**config.mk**
```make
export PLATFORM = sky130hd
export DESIGN_NAME = mlft_front
export DESIGN_NICKNAME = d
export VERILOG_FILES = /design/src/rtl/mac_learning_forwarding_table_defines.svh /design/src/rtl/mlft_pkg.sv /design/src/rtl/mlft_front.sv
export SDC_FILE = /design/constraint.sdc
export NUM_CORES = 1
export LEC_CHECK = 0
export ABC_AREA = 1
export BUFFER_PORTS_ARGS = -buffer_cell sky130_fd_sc_hd__buf_2
export CAP_MARGIN = 15
export CORE_MARGIN = 10
export CORE_UTILIZATION = 53
export CTS_CLUSTER_DIAMETER = 150
export CTS_CLUSTER_SIZE = 28
export DETAILED_ROUTE_END_ITERATION = 16
export PLACE_DENSITY = 0.86
export SYNTH_ARGS = -nofsm -noshare
export SYNTH_HDL_FRONTEND = slang
export SYNTH_SLANG_ARGS = --single-unit
```
**constraint.sdc**
```tcl
create_clock -name clk_i -period 6.9 [get_ports clk_i]
set_input_delay 0 -clock clk_i [delete_from_list [all_inputs] [get_ports clk_i]]
set_output_delay 0 -clock clk_i [all_outputs]
set_load 0.05 [all_outputs]
```
**src/rtl/mac_learning_forwarding_table_defines.svh**
```systemverilog
// Assertion macros used by the table back end.
`ifndef MAC_LEARNING_FORWARDING_TABLE_DEFINES_SVH
`define MAC_LEARNING_FORWARDING_TABLE_DEFINES_SVH
// Implication checked on every clock edge outside reset.
`define MLFT_ASSERT(label, clk, rst_n, prop) \
  label: assert property (@(posedge clk) disable iff (!rst_n) prop) \
    else $error("assertion failed");
// Property checked on every clock edge, reset included.
`define MLFT_ASSERT_ALWAYS(label, clk, prop) \
  label: assert property (@(posedge clk) prop) \
    else $error("assertion failed");
`endif

```
**src/rtl/mlft_pkg.sv**
```systemverilog
// Shared types and constants of the learning table.
package mlft_pkg;
  localparam int unsigned TableEntriesDef = 64;
  localparam int unsigned NumPortsDef = 8;
  localparam int unsigned MacW = 48;
  localparam int unsigned PortW = 4;
  localparam int unsigned StampW = 32;
  localparam logic [31:0] AgeLimitRst = 32'd300000;
  localparam int unsigned QueueDepth = 2;

  typedef enum logic {REQ_FRAME = 1'b0, REQ_TICK = 1'b1} req_type_e;

  // One classified item handed from front to back.
  typedef struct packed {
    logic            tick;
    logic [PortW-1:0] port;
    logic [MacW-1:0] dst;
    logic [MacW-1:0] src;
  } cmd_t;
endpackage

```
**src/rtl/mlft_front.sv**
```systemverilog
// Front end: accepts items and queues them for the table engine.
module mlft_front (
  input  logic           clk_i,
  input  logic           rst_ni,
  input  logic           s_tvalid_i,
  output logic           s_tready_o,
  input  logic           s_tuser_i,
  input  logic [103:0]   s_tdata_i,
  output logic           cmd_valid_o,
  input  logic           cmd_ready_i,
  output mlft_pkg::cmd_t cmd_o
);
  import mlft_pkg::*;
  cmd_t q_q [QueueDepth];
  cmd_t in_cmd;
  logic [1:0] cnt_q, cnt_d;
  logic push, pop, to_head;

  assign s_tready_o = (cnt_q != 2'(QueueDepth));
  assign push = s_tvalid_i && s_tready_o;
  assign cmd_valid_o = (cnt_q != 2'd0);
  assign pop = cmd_valid_o && cmd_ready_i;
  assign cmd_o = q_q[0];
  assign in_cmd = '{s_tuser_i, s_tdata_i[3:0], s_tdata_i[51:4], s_tdata_i[99:52]};
  assign to_head = (cnt_q == 2'd0) || (cnt_q == 2'd1 && pop);

  always_comb begin
    cnt_d = cnt_q + 2'(push) - 2'(pop);
  end

  always_ff @(posedge clk_i or negedge rst_ni) begin
    if (!rst_ni) begin
      cnt_q <= 2'd0;
    end else begin
      cnt_q <= cnt_d;
    end
  end

  // Two-entry shift queue; the head is always slot zero.
  always_ff @(posedge clk_i) begin
    if (push && to_head) begin
      q_q[0] <= in_cmd;
    end else if (pop) begin
      q_q[0] <= q_q[1];
    end
    if (push && !to_head) begin
      q_q[1] <= in_cmd;
    end
  end
endmodule

```
==> impl_metrics.env, run 1 <==
export IMPL_dieWidth_um=147.6
export IMPL_place_gp_congestion=0.7735
export IMPL_relSlewSlack_pct=26.13
export IMPL_wire_per_inst_um=18.25
export IMPL_post_cts_resized=0
export IMPL_fmax_ghz=0.3948
export IMPL_drtIter0Drc=340
export IMPL_cts_max_level=1
export IMPL_vias=5356
export IMPL_min_from="cmd_ready_i"
export IMPL_grt_max_degree=88
export IMPL_cts_sinks=204
export IMPL_rsz0062_at_grt="false"
export IMPL_startpoint_type="flip-flop"
export IMPL_cts_tree="yes"
export IMPL_grt_usage_pct=17.16
export IMPL_multi_input_area_um2=1496
export IMPL_cts_path_max_buffers=3
export IMPL_outcome="completed"
export IMPL_crit_family="buffers and inverters"
export IMPL_drv_slew=0
export IMPL_p_leak_nw=4.372
export IMPL_grt_pass1_vias=5625
export IMPL_path_buf_inv=2
export IMPL_r2r_cells=6
export IMPL_clkPwrFrac_pct=14.7
export IMPL_viasPerCell=4.996
export IMPL_finClkSkew_ps=33.72
export IMPL_maxCapViolCount=0
export IMPL_r2r_setup_slack_ps=4370
export IMPL_core_area_um2=15940
export IMPL_power_density_nw_per_um2=447.3
export IMPL_grt_overflow=0
export IMPL_syn_num_nets=771
export IMPL_synth_area_per_cell_um2=13.07
export IMPL_crit_fanout=81
export IMPL_die_y_um=147.6
export IMPL_ys_seq_elements=204
export IMPL_num_rows=46
export IMPL_ant_nets=0
export IMPL_r2r_start="cnt_q[1]"
export IMPL_switching_share_pct=43.99
export IMPL_setup_viol=0
export IMPL_combPwrFrac_pct=41.4
export IMPL_cpMostUsedCell="nand2_4"
export IMPL_grt_antenna_before_repair=1
export IMPL_ir_worst_vdd_v=0.0002736
export IMPL_worstPathArrival_ps=2610
export IMPL_critPathMaxStageDelay_ps=860
export IMPL_crit_slowest_cell="buf_4"
export IMPL_seqPwrFrac_pct=44.0
export IMPL_tightest_slew_ps=1108
export IMPL_synth_warnings=0
export IMPL_seq_area_frac_synth_pct=70.90
export IMPL_ff_latch_area_um2=6116
export IMPL_insertion_delay_ps=470
export IMPL_finalHoldViolCount=0
export IMPL_port_buffers=207
export IMPL_fin_tns_setup_ps=0
export IMPL_fin_crit_sh_pct=36.71
export IMPL_internal_power_w=0.002584
export IMPL_cts_buffers=11
export IMPL_crit_path_cell_trace="inv_2 -> nand2_4 -> nand2_2 -> nand2_4 -> nand2_4 -> buf_4"
export IMPL_hold_class="primary input to flip-flop"
export IMPL_drc=0
export IMPL_final_util_pct=64.69
export IMPL_initial_core_util_pct=54.10
export IMPL_post_route_min_period_ps=2533
export IMPL_yosysUniqueCellTypes=19
export IMPL_drive_above_1_share_pct=29.59
export IMPL_nFillCells=1165
export IMPL_hold_depth=4
export IMPL_dp_final_hpwl_um=11610
export IMPL_hold_slack_ps=104.5
export IMPL_area_growth_pct=19.57
export IMPL_firstDrtPassIters=5
export IMPL_fin_nets=965
export IMPL_critPathKind="flip-flop to flip-flop"
export IMPL_p_sw_w=0.002030
export IMPL_worstSetupEndpointType="flip-flop"
export IMPL_clk_pin_slew_ps=110
export IMPL_hold_end="q_q[0][97]"
export IMPL_syn_cell_area_um2=8626
export IMPL_clockRootBuffer="clkbuf_16"
export IMPL_cp_required_ps=6980
export IMPL_grt_pass1_wl_um=30260
export IMPL_timing_rr_end="q_q[0][40]"
export IMPL_synth_cells=660
export IMPL_drt_total_wl_um=19560
export IMPL_die_area_um2=21780
export IMPL_io_pins=212
-- metal layers --
layer,share of wire [%],track usage [%],up-vias
li1,-,-,2552
met1,36,18.65,2532
met2,53,31.02,231
met3,8.7,5.159,41
met4,2.8,6.046,0
met5,0,0,-
-- timing repair --
action	4_1_cts	5_1_grt
buffers inserted	0	0
hold buffers	103	0
endpoints found under the hold margin	204	0
-- metrics by stage --
stage	instance area, µm²	cells	worst slack [ps]	total power, W
floorplan	8626	660	1189	0.003847
global placement	8977	954	4429	0.003870
detailed placement	8977	954	4385	0.003918
CTS	10310	1071	4353	0.004631
global route	10310	1072	4198	0.004828
finish	10310	1072	4367	0.004614
-- final cells by class --
type	instances	share of cell area, %
diodes	1	0.02426
well taps	216	2.620
repair buffers	315	20.41
inverters	5	0.2062
clock inverters	1	0.1941
clock buffers	13	2.742
flip-flops and latches	204	59.30
multi-input cells	317	14.51
-- cells by family (layout without fill, tap and decap cells) --
kind of cell               after synthesis  count (layout)  synth area share [%]
xor gates and xnor gates                 2               2                0.2031
and+or+nand+nor                        312             312                 16.38
DFF                                    204             204                 70.90
buffers and inverters                  139             334                 12.08
adders and majority gates                2               2                0.2901
AOI/OAI and AO/OA                        1               1                0.1450
other                                    0               1                     0
-- worst max-delay path by stage --
| stage | startpoint | depth (start not counted) | to | slack (ps) |
|---|---|---|---|---|
| after floorplan | cnt_q[1] | 3 | q_q[0][101] | 1190 |
| after global placement | cnt_q[1] | 6 | q_q[0][42] | 4430 |
| after detailed placement | cnt_q[1] | 6 | q_q[0][43] | 4380 |
| after CTS | cnt_q[1] | 5 | q_q[0][199] | 4350 |
| after global routing | cnt_q[1] | 6 | q_q[0][43] | 4200 |
| final | cnt_q[1] | 6 | q_q[0][40] | 4370 |
-- state kept, by name (all words and copies together), names as in the netlist --
signal,flops
q_q,202
cnt_q,2
-- power groups by stage --
| stage | clock network, W | registers, W | logic, W |
|---|---|---|---|
| 4_1_cts | 0.000694 | 0.00202 | 0.00192 |
| 3_5_place_dp | 0 | 0.00205 | 0.00187 |
| 5_1_grt | 0.000734 | 0.00206 | 0.00203 |
| 6_report | 0.000676 | 0.00203 | 0.00191 |
| 2_1_floorplan | 0 | 0.00207 | 0.00178 |
| 3_3_place_gp | 0 | 0.00203 | 0.00184 |
-- worst min-delay path: cells and delay by family --
kind | cells | cell delay (ps)
AO/OA/AOI/OAI | 1 | 210
buffers and inverters | 1 | 130
AND/OR/NAND/NOR | 2 | 130
-- synth_stat cells --
| cell type | number | area share [%] |
|---|---|---|
| inv_2 | 2 | 0.087 |
| dfrtp_1 | 2 | 0.58 |
| buf_4 | 107 | 9.3 |
| buf_8 | 3 | 0.52 |
| nand3_2 | 20 | 2.3 |
| o211ai_2 | 1 | 0.15 |
| nor2_1 | 1 | 0.043 |
| buf_2 | 14 | 0.81 |
| nand2_1 | 206 | 9.0 |
| edfxtp_1 | 202 | 70 |
| nand3_1 | 81 | 4.7 |
| nand2_2 | 3 | 0.22 |
| nand2_4 | 1 | 0.13 |
| inv_1 | 3 | 0.13 |
| buf_6 | 9 | 1.2 |
| clkbuf_1 | 1 | 0.043 |
| xor2_1 | 1 | 0.10 |
| xnor2_1 | 1 | 0.10 |
| ha_1 | 2 | 0.29 |
-- cell usage in the layout (no fill, tap or decap) --
| master | Yosys | final |
|---|---|---|
| nand3_1 | 81 | 81 |
| ha_1 | 2 | 2 |
| nand2_1 | 206 | 205 |
| xor2_1 | 1 | 1 |
| inv_1 | 3 | 3 |
| o211ai_4 | 0 | 1 |
| inv_2 | 2 | 1 |
| nand2_4 | 1 | 3 |
| clkbuf_16 | 0 | 11 |
| edfxtp_1 | 202 | 202 |
| inv_4 | 0 | 1 |
| dfrtp_1 | 2 | 2 |
| xnor2_1 | 1 | 1 |
| inv_16 | 0 | 1 |
| nor2_4 | 0 | 1 |
| buf_2 | 14 | 207 |
| buf_4 | 107 | 5 |
| dlygate4sd3_1 | 0 | 103 |
| diode_2 | 0 | 1 |
| clkbuf_1 | 1 | 2 |
| nand2_2 | 3 | 2 |
| nand3_2 | 20 | 20 |
No activity file was read; power rests on OpenSTA's default activity.
==> inputs of run 2 (changes only) <==
Settings changed: CORE_UTILIZATION 53 to 48, PLACE_DENSITY 0.86 to 0.83.
Clock period 6.9 ns to 2.2 ns, I/O delays scaled along.
==> run 2 against run 1 <==
Compared with the run above: via count is 0.91% higher; global-route usage is 1.2 points lower; core utilization is 4.8 points lower; register-to-register slack worse by 3900 ps; power grew to 3.2 times the previous value; combinational power grew to 3.3 times the previous value; flip-flop and latch count stayed put; fmax is 43% higher; sequential power grew to 3.1 times the previous value; final area is 1.5% higher; largest cell class unchanged; critical endpoint is now q_q[0][47]; first-iteration DRC count is 10% higher; critical path depth is 2 lower.
==> impl_metrics.env, run 2 (synthesized netlist as in run 1, its figures left out) <==
export IMPL_outcome="completed"
export IMPL_maxCapViolCount=0
export IMPL_internal_power_w=0.008253
export IMPL_dp_slack_ps=469.6
export IMPL_clkPwrFrac_pct=14.5
export IMPL_globalRoute_busiestLayer="met2"
export IMPL_initial_core_util_pct=49.36
export IMPL_grt_overflow=0
export IMPL_reg_top3="q_q x202, cnt_q x2"
export IMPL_global_route_usage_met2_pct=29.20
export IMPL_hold_class="primary input to flip-flop"
export IMPL_worst_slack_ps=429.3
export IMPL_firstDrtPassIters=7
export IMPL_final_util_pct=59.89
export IMPL_cts_max_level=1
export IMPL_finalHoldViolCount=0
export IMPL_setup_viol=0
export IMPL_startpoint_type="flip-flop"
export IMPL_port_buffers=207
export IMPL_dieWidth_um=154.1
export IMPL_grt_pass1_wl_um=30970
export IMPL_drive_above_1_share_pct=30.23
export IMPL_cts_tree="yes"
export IMPL_cts_path_max_buffers=3
export IMPL_cp_required_ps=2530
export IMPL_die_y_um=154.1
export IMPL_grt_pass1_vias=5662
export IMPL_p_sw_w=0.006440
export IMPL_cts_buffers=11
export IMPL_grt_antenna_before_repair=0
export IMPL_post_route_min_period_ps=1771
export IMPL_cpMostUsedCell="nand2_1"
export IMPL_crit_slowest_cell="o211ai_4"
export IMPL_combPwrFrac_pct=42.3
export IMPL_startpoint="cnt_q[1]"
export IMPL_top_register="q_q"
export IMPL_nFillCells=1323
export IMPL_final_area_um2=10470
export IMPL_wire_per_inst_um=18.27
export IMPL_cts_sinks=204
export IMPL_insertion_delay_ps=460
export IMPL_grt_usage_pct=15.92
export IMPL_ant_nets=0
export IMPL_crit_path_cell_trace="o211ai_4 -> buf_12 -> nand2_1 -> nand2_1"
export IMPL_area_growth_pct=21.35
export IMPL_drv_slew=0
export IMPL_finalNonFillerCells=1085
export IMPL_clockRootBuffer="clkbuf_16"
export IMPL_min_from="s_tvalid_i"
export IMPL_drt_total_wl_um=19820
export IMPL_finClkSkew_ps=15.57
export IMPL_final_common_cell="buf_2"
export IMPL_rsz0062_at_grt="false"
export IMPL_place_inst=967
export IMPL_largest_reg_flops=202
export IMPL_worstPathArrival_ps=2100
export IMPL_relSlewSlack_pct=47.69
export IMPL_dp_final_hpwl_um=11930
export IMPL_fin_nets=969
export IMPL_post_cts_resized=0
export IMPL_core_area_um2=17480
export IMPL_viasPerCell=4.982
export IMPL_die_area_um2=23730
export IMPL_grt_max_degree=102
export IMPL_dpl_cell_area_um2=9130
export IMPL_critPathKind="flip-flop to flip-flop"
export IMPL_hold_slack_ps=31.93
export IMPL_vias=5405
export IMPL_drtIter0Drc=375
export IMPL_switching_share_pct=43.83
export IMPL_r2r_start="cnt_q[1]"
export IMPL_drc=0
export IMPL_power_density_nw_per_um2=1404
export IMPL_grt_use_met3_pct=3.821
export IMPL_num_rows=48
export IMPL_diodes=0
export IMPL_worstSetupEndpointType="flip-flop"
export IMPL_seqPwrFrac_pct=43.2
export IMPL_io_pins=212
export IMPL_crit_fanout=43
export IMPL_fin_crit_sh_pct=80.49
export IMPL_critPathMaxStageDelay_ps=680
export IMPL_place_gp_congestion=0.7884
export IMPL_p_leak_nw=4.428
export IMPL_final_cell_mix="buf_2, nand2_1, edfxtp_1"
export IMPL_fmax_ghz=0.5648
export IMPL_grt_use_met1_pct=17.74
export IMPL_ir_worst_vdd_v=0.001391
export IMPL_tightest_slew_ps=780.9
export IMPL_clk_pin_slew_ps=100
==> run 2: path summary, 6_finish.rpt <==
path | cells past startpoint | endpoint | slack (ps)
max in group asynchronous | 3 | cnt_q[0] | 1680
setup / recovery | 4 | q_q[0][47] | 430
hold / removal | 3 | q_q[0][198] | 30
hold reg to reg | 2 | q_q[0][87] | 530
setup reg to reg | 4 | q_q[0][47] | 430
min in group asynchronous | 3 | cnt_q[1] | 400
==> run 2: stage by stage <==
step | setup TNS, ps | power, W
final | 0 | 0.01469
after CTS | 0 | 0.01484
after global routing | 0 | 0.01540
after detailed placement | 0 | 0.01254
after global placement | 0 | 0.01237
after floorplan | -43410 | 0.01201
==> run 2: cell type report <==
class | instances | area, µm² | share of cell area (%)
clock inverters | 1 | 20.02 | 0.1913
multi-input cells | 317 | 1520 | 14.52
well taps | 225 | 281.5 | 2.689
clock buffers | 14 | 286.5 | 2.737
inverters | 5 | 21.27 | 0.2032
flip-flops and latches | 204 | 6116 | 58.43
repair buffers | 319 | 2222 | 21.23
==> run 2: repair_timing <==
action / CTS / global route
hold endpoints to repair: 204 / 0
buffers inserted: 0 / 0
hold buffers: 103 / 0
==> run 2: worst max-delay path: cells and delay by family, from the launching register on <==
family,cells,cell delay (ps)
flip-flops,1,460
AO/OA/AOI/OAI,1,680
buffers and inverters,1,290
AND/OR/NAND/NOR,2,160
==> run 2: power groups by stage <==
| stage | registers (W) | clock network (W) | logic (W) |
|---|---|---|---|
| 2_1_floorplan | 0.00636 | 0 | 0.00565 |
| 3_3_place_gp | 0.00637 | 0 | 0.00600 |
| 3_5_place_dp | 0.00642 | 0 | 0.00612 |
| 4_1_cts | 0.00634 | 0.00223 | 0.00627 |
| 5_1_grt | 0.00645 | 0.00235 | 0.00660 |
| 6_report | 0.00635 | 0.00213 | 0.00621 |
==> run 2: metal layers <==
metal | vias up | wire, µm | part of all wire [%]
li1 | 2556 | - | -
met1 | 2575 | 7197 | 36
met2 | 235 | 10510 | 53
met3 | 39 | 1609 | 8.1
met4 | 0 | 508 | 2.6
met5 | - | 0 | 0
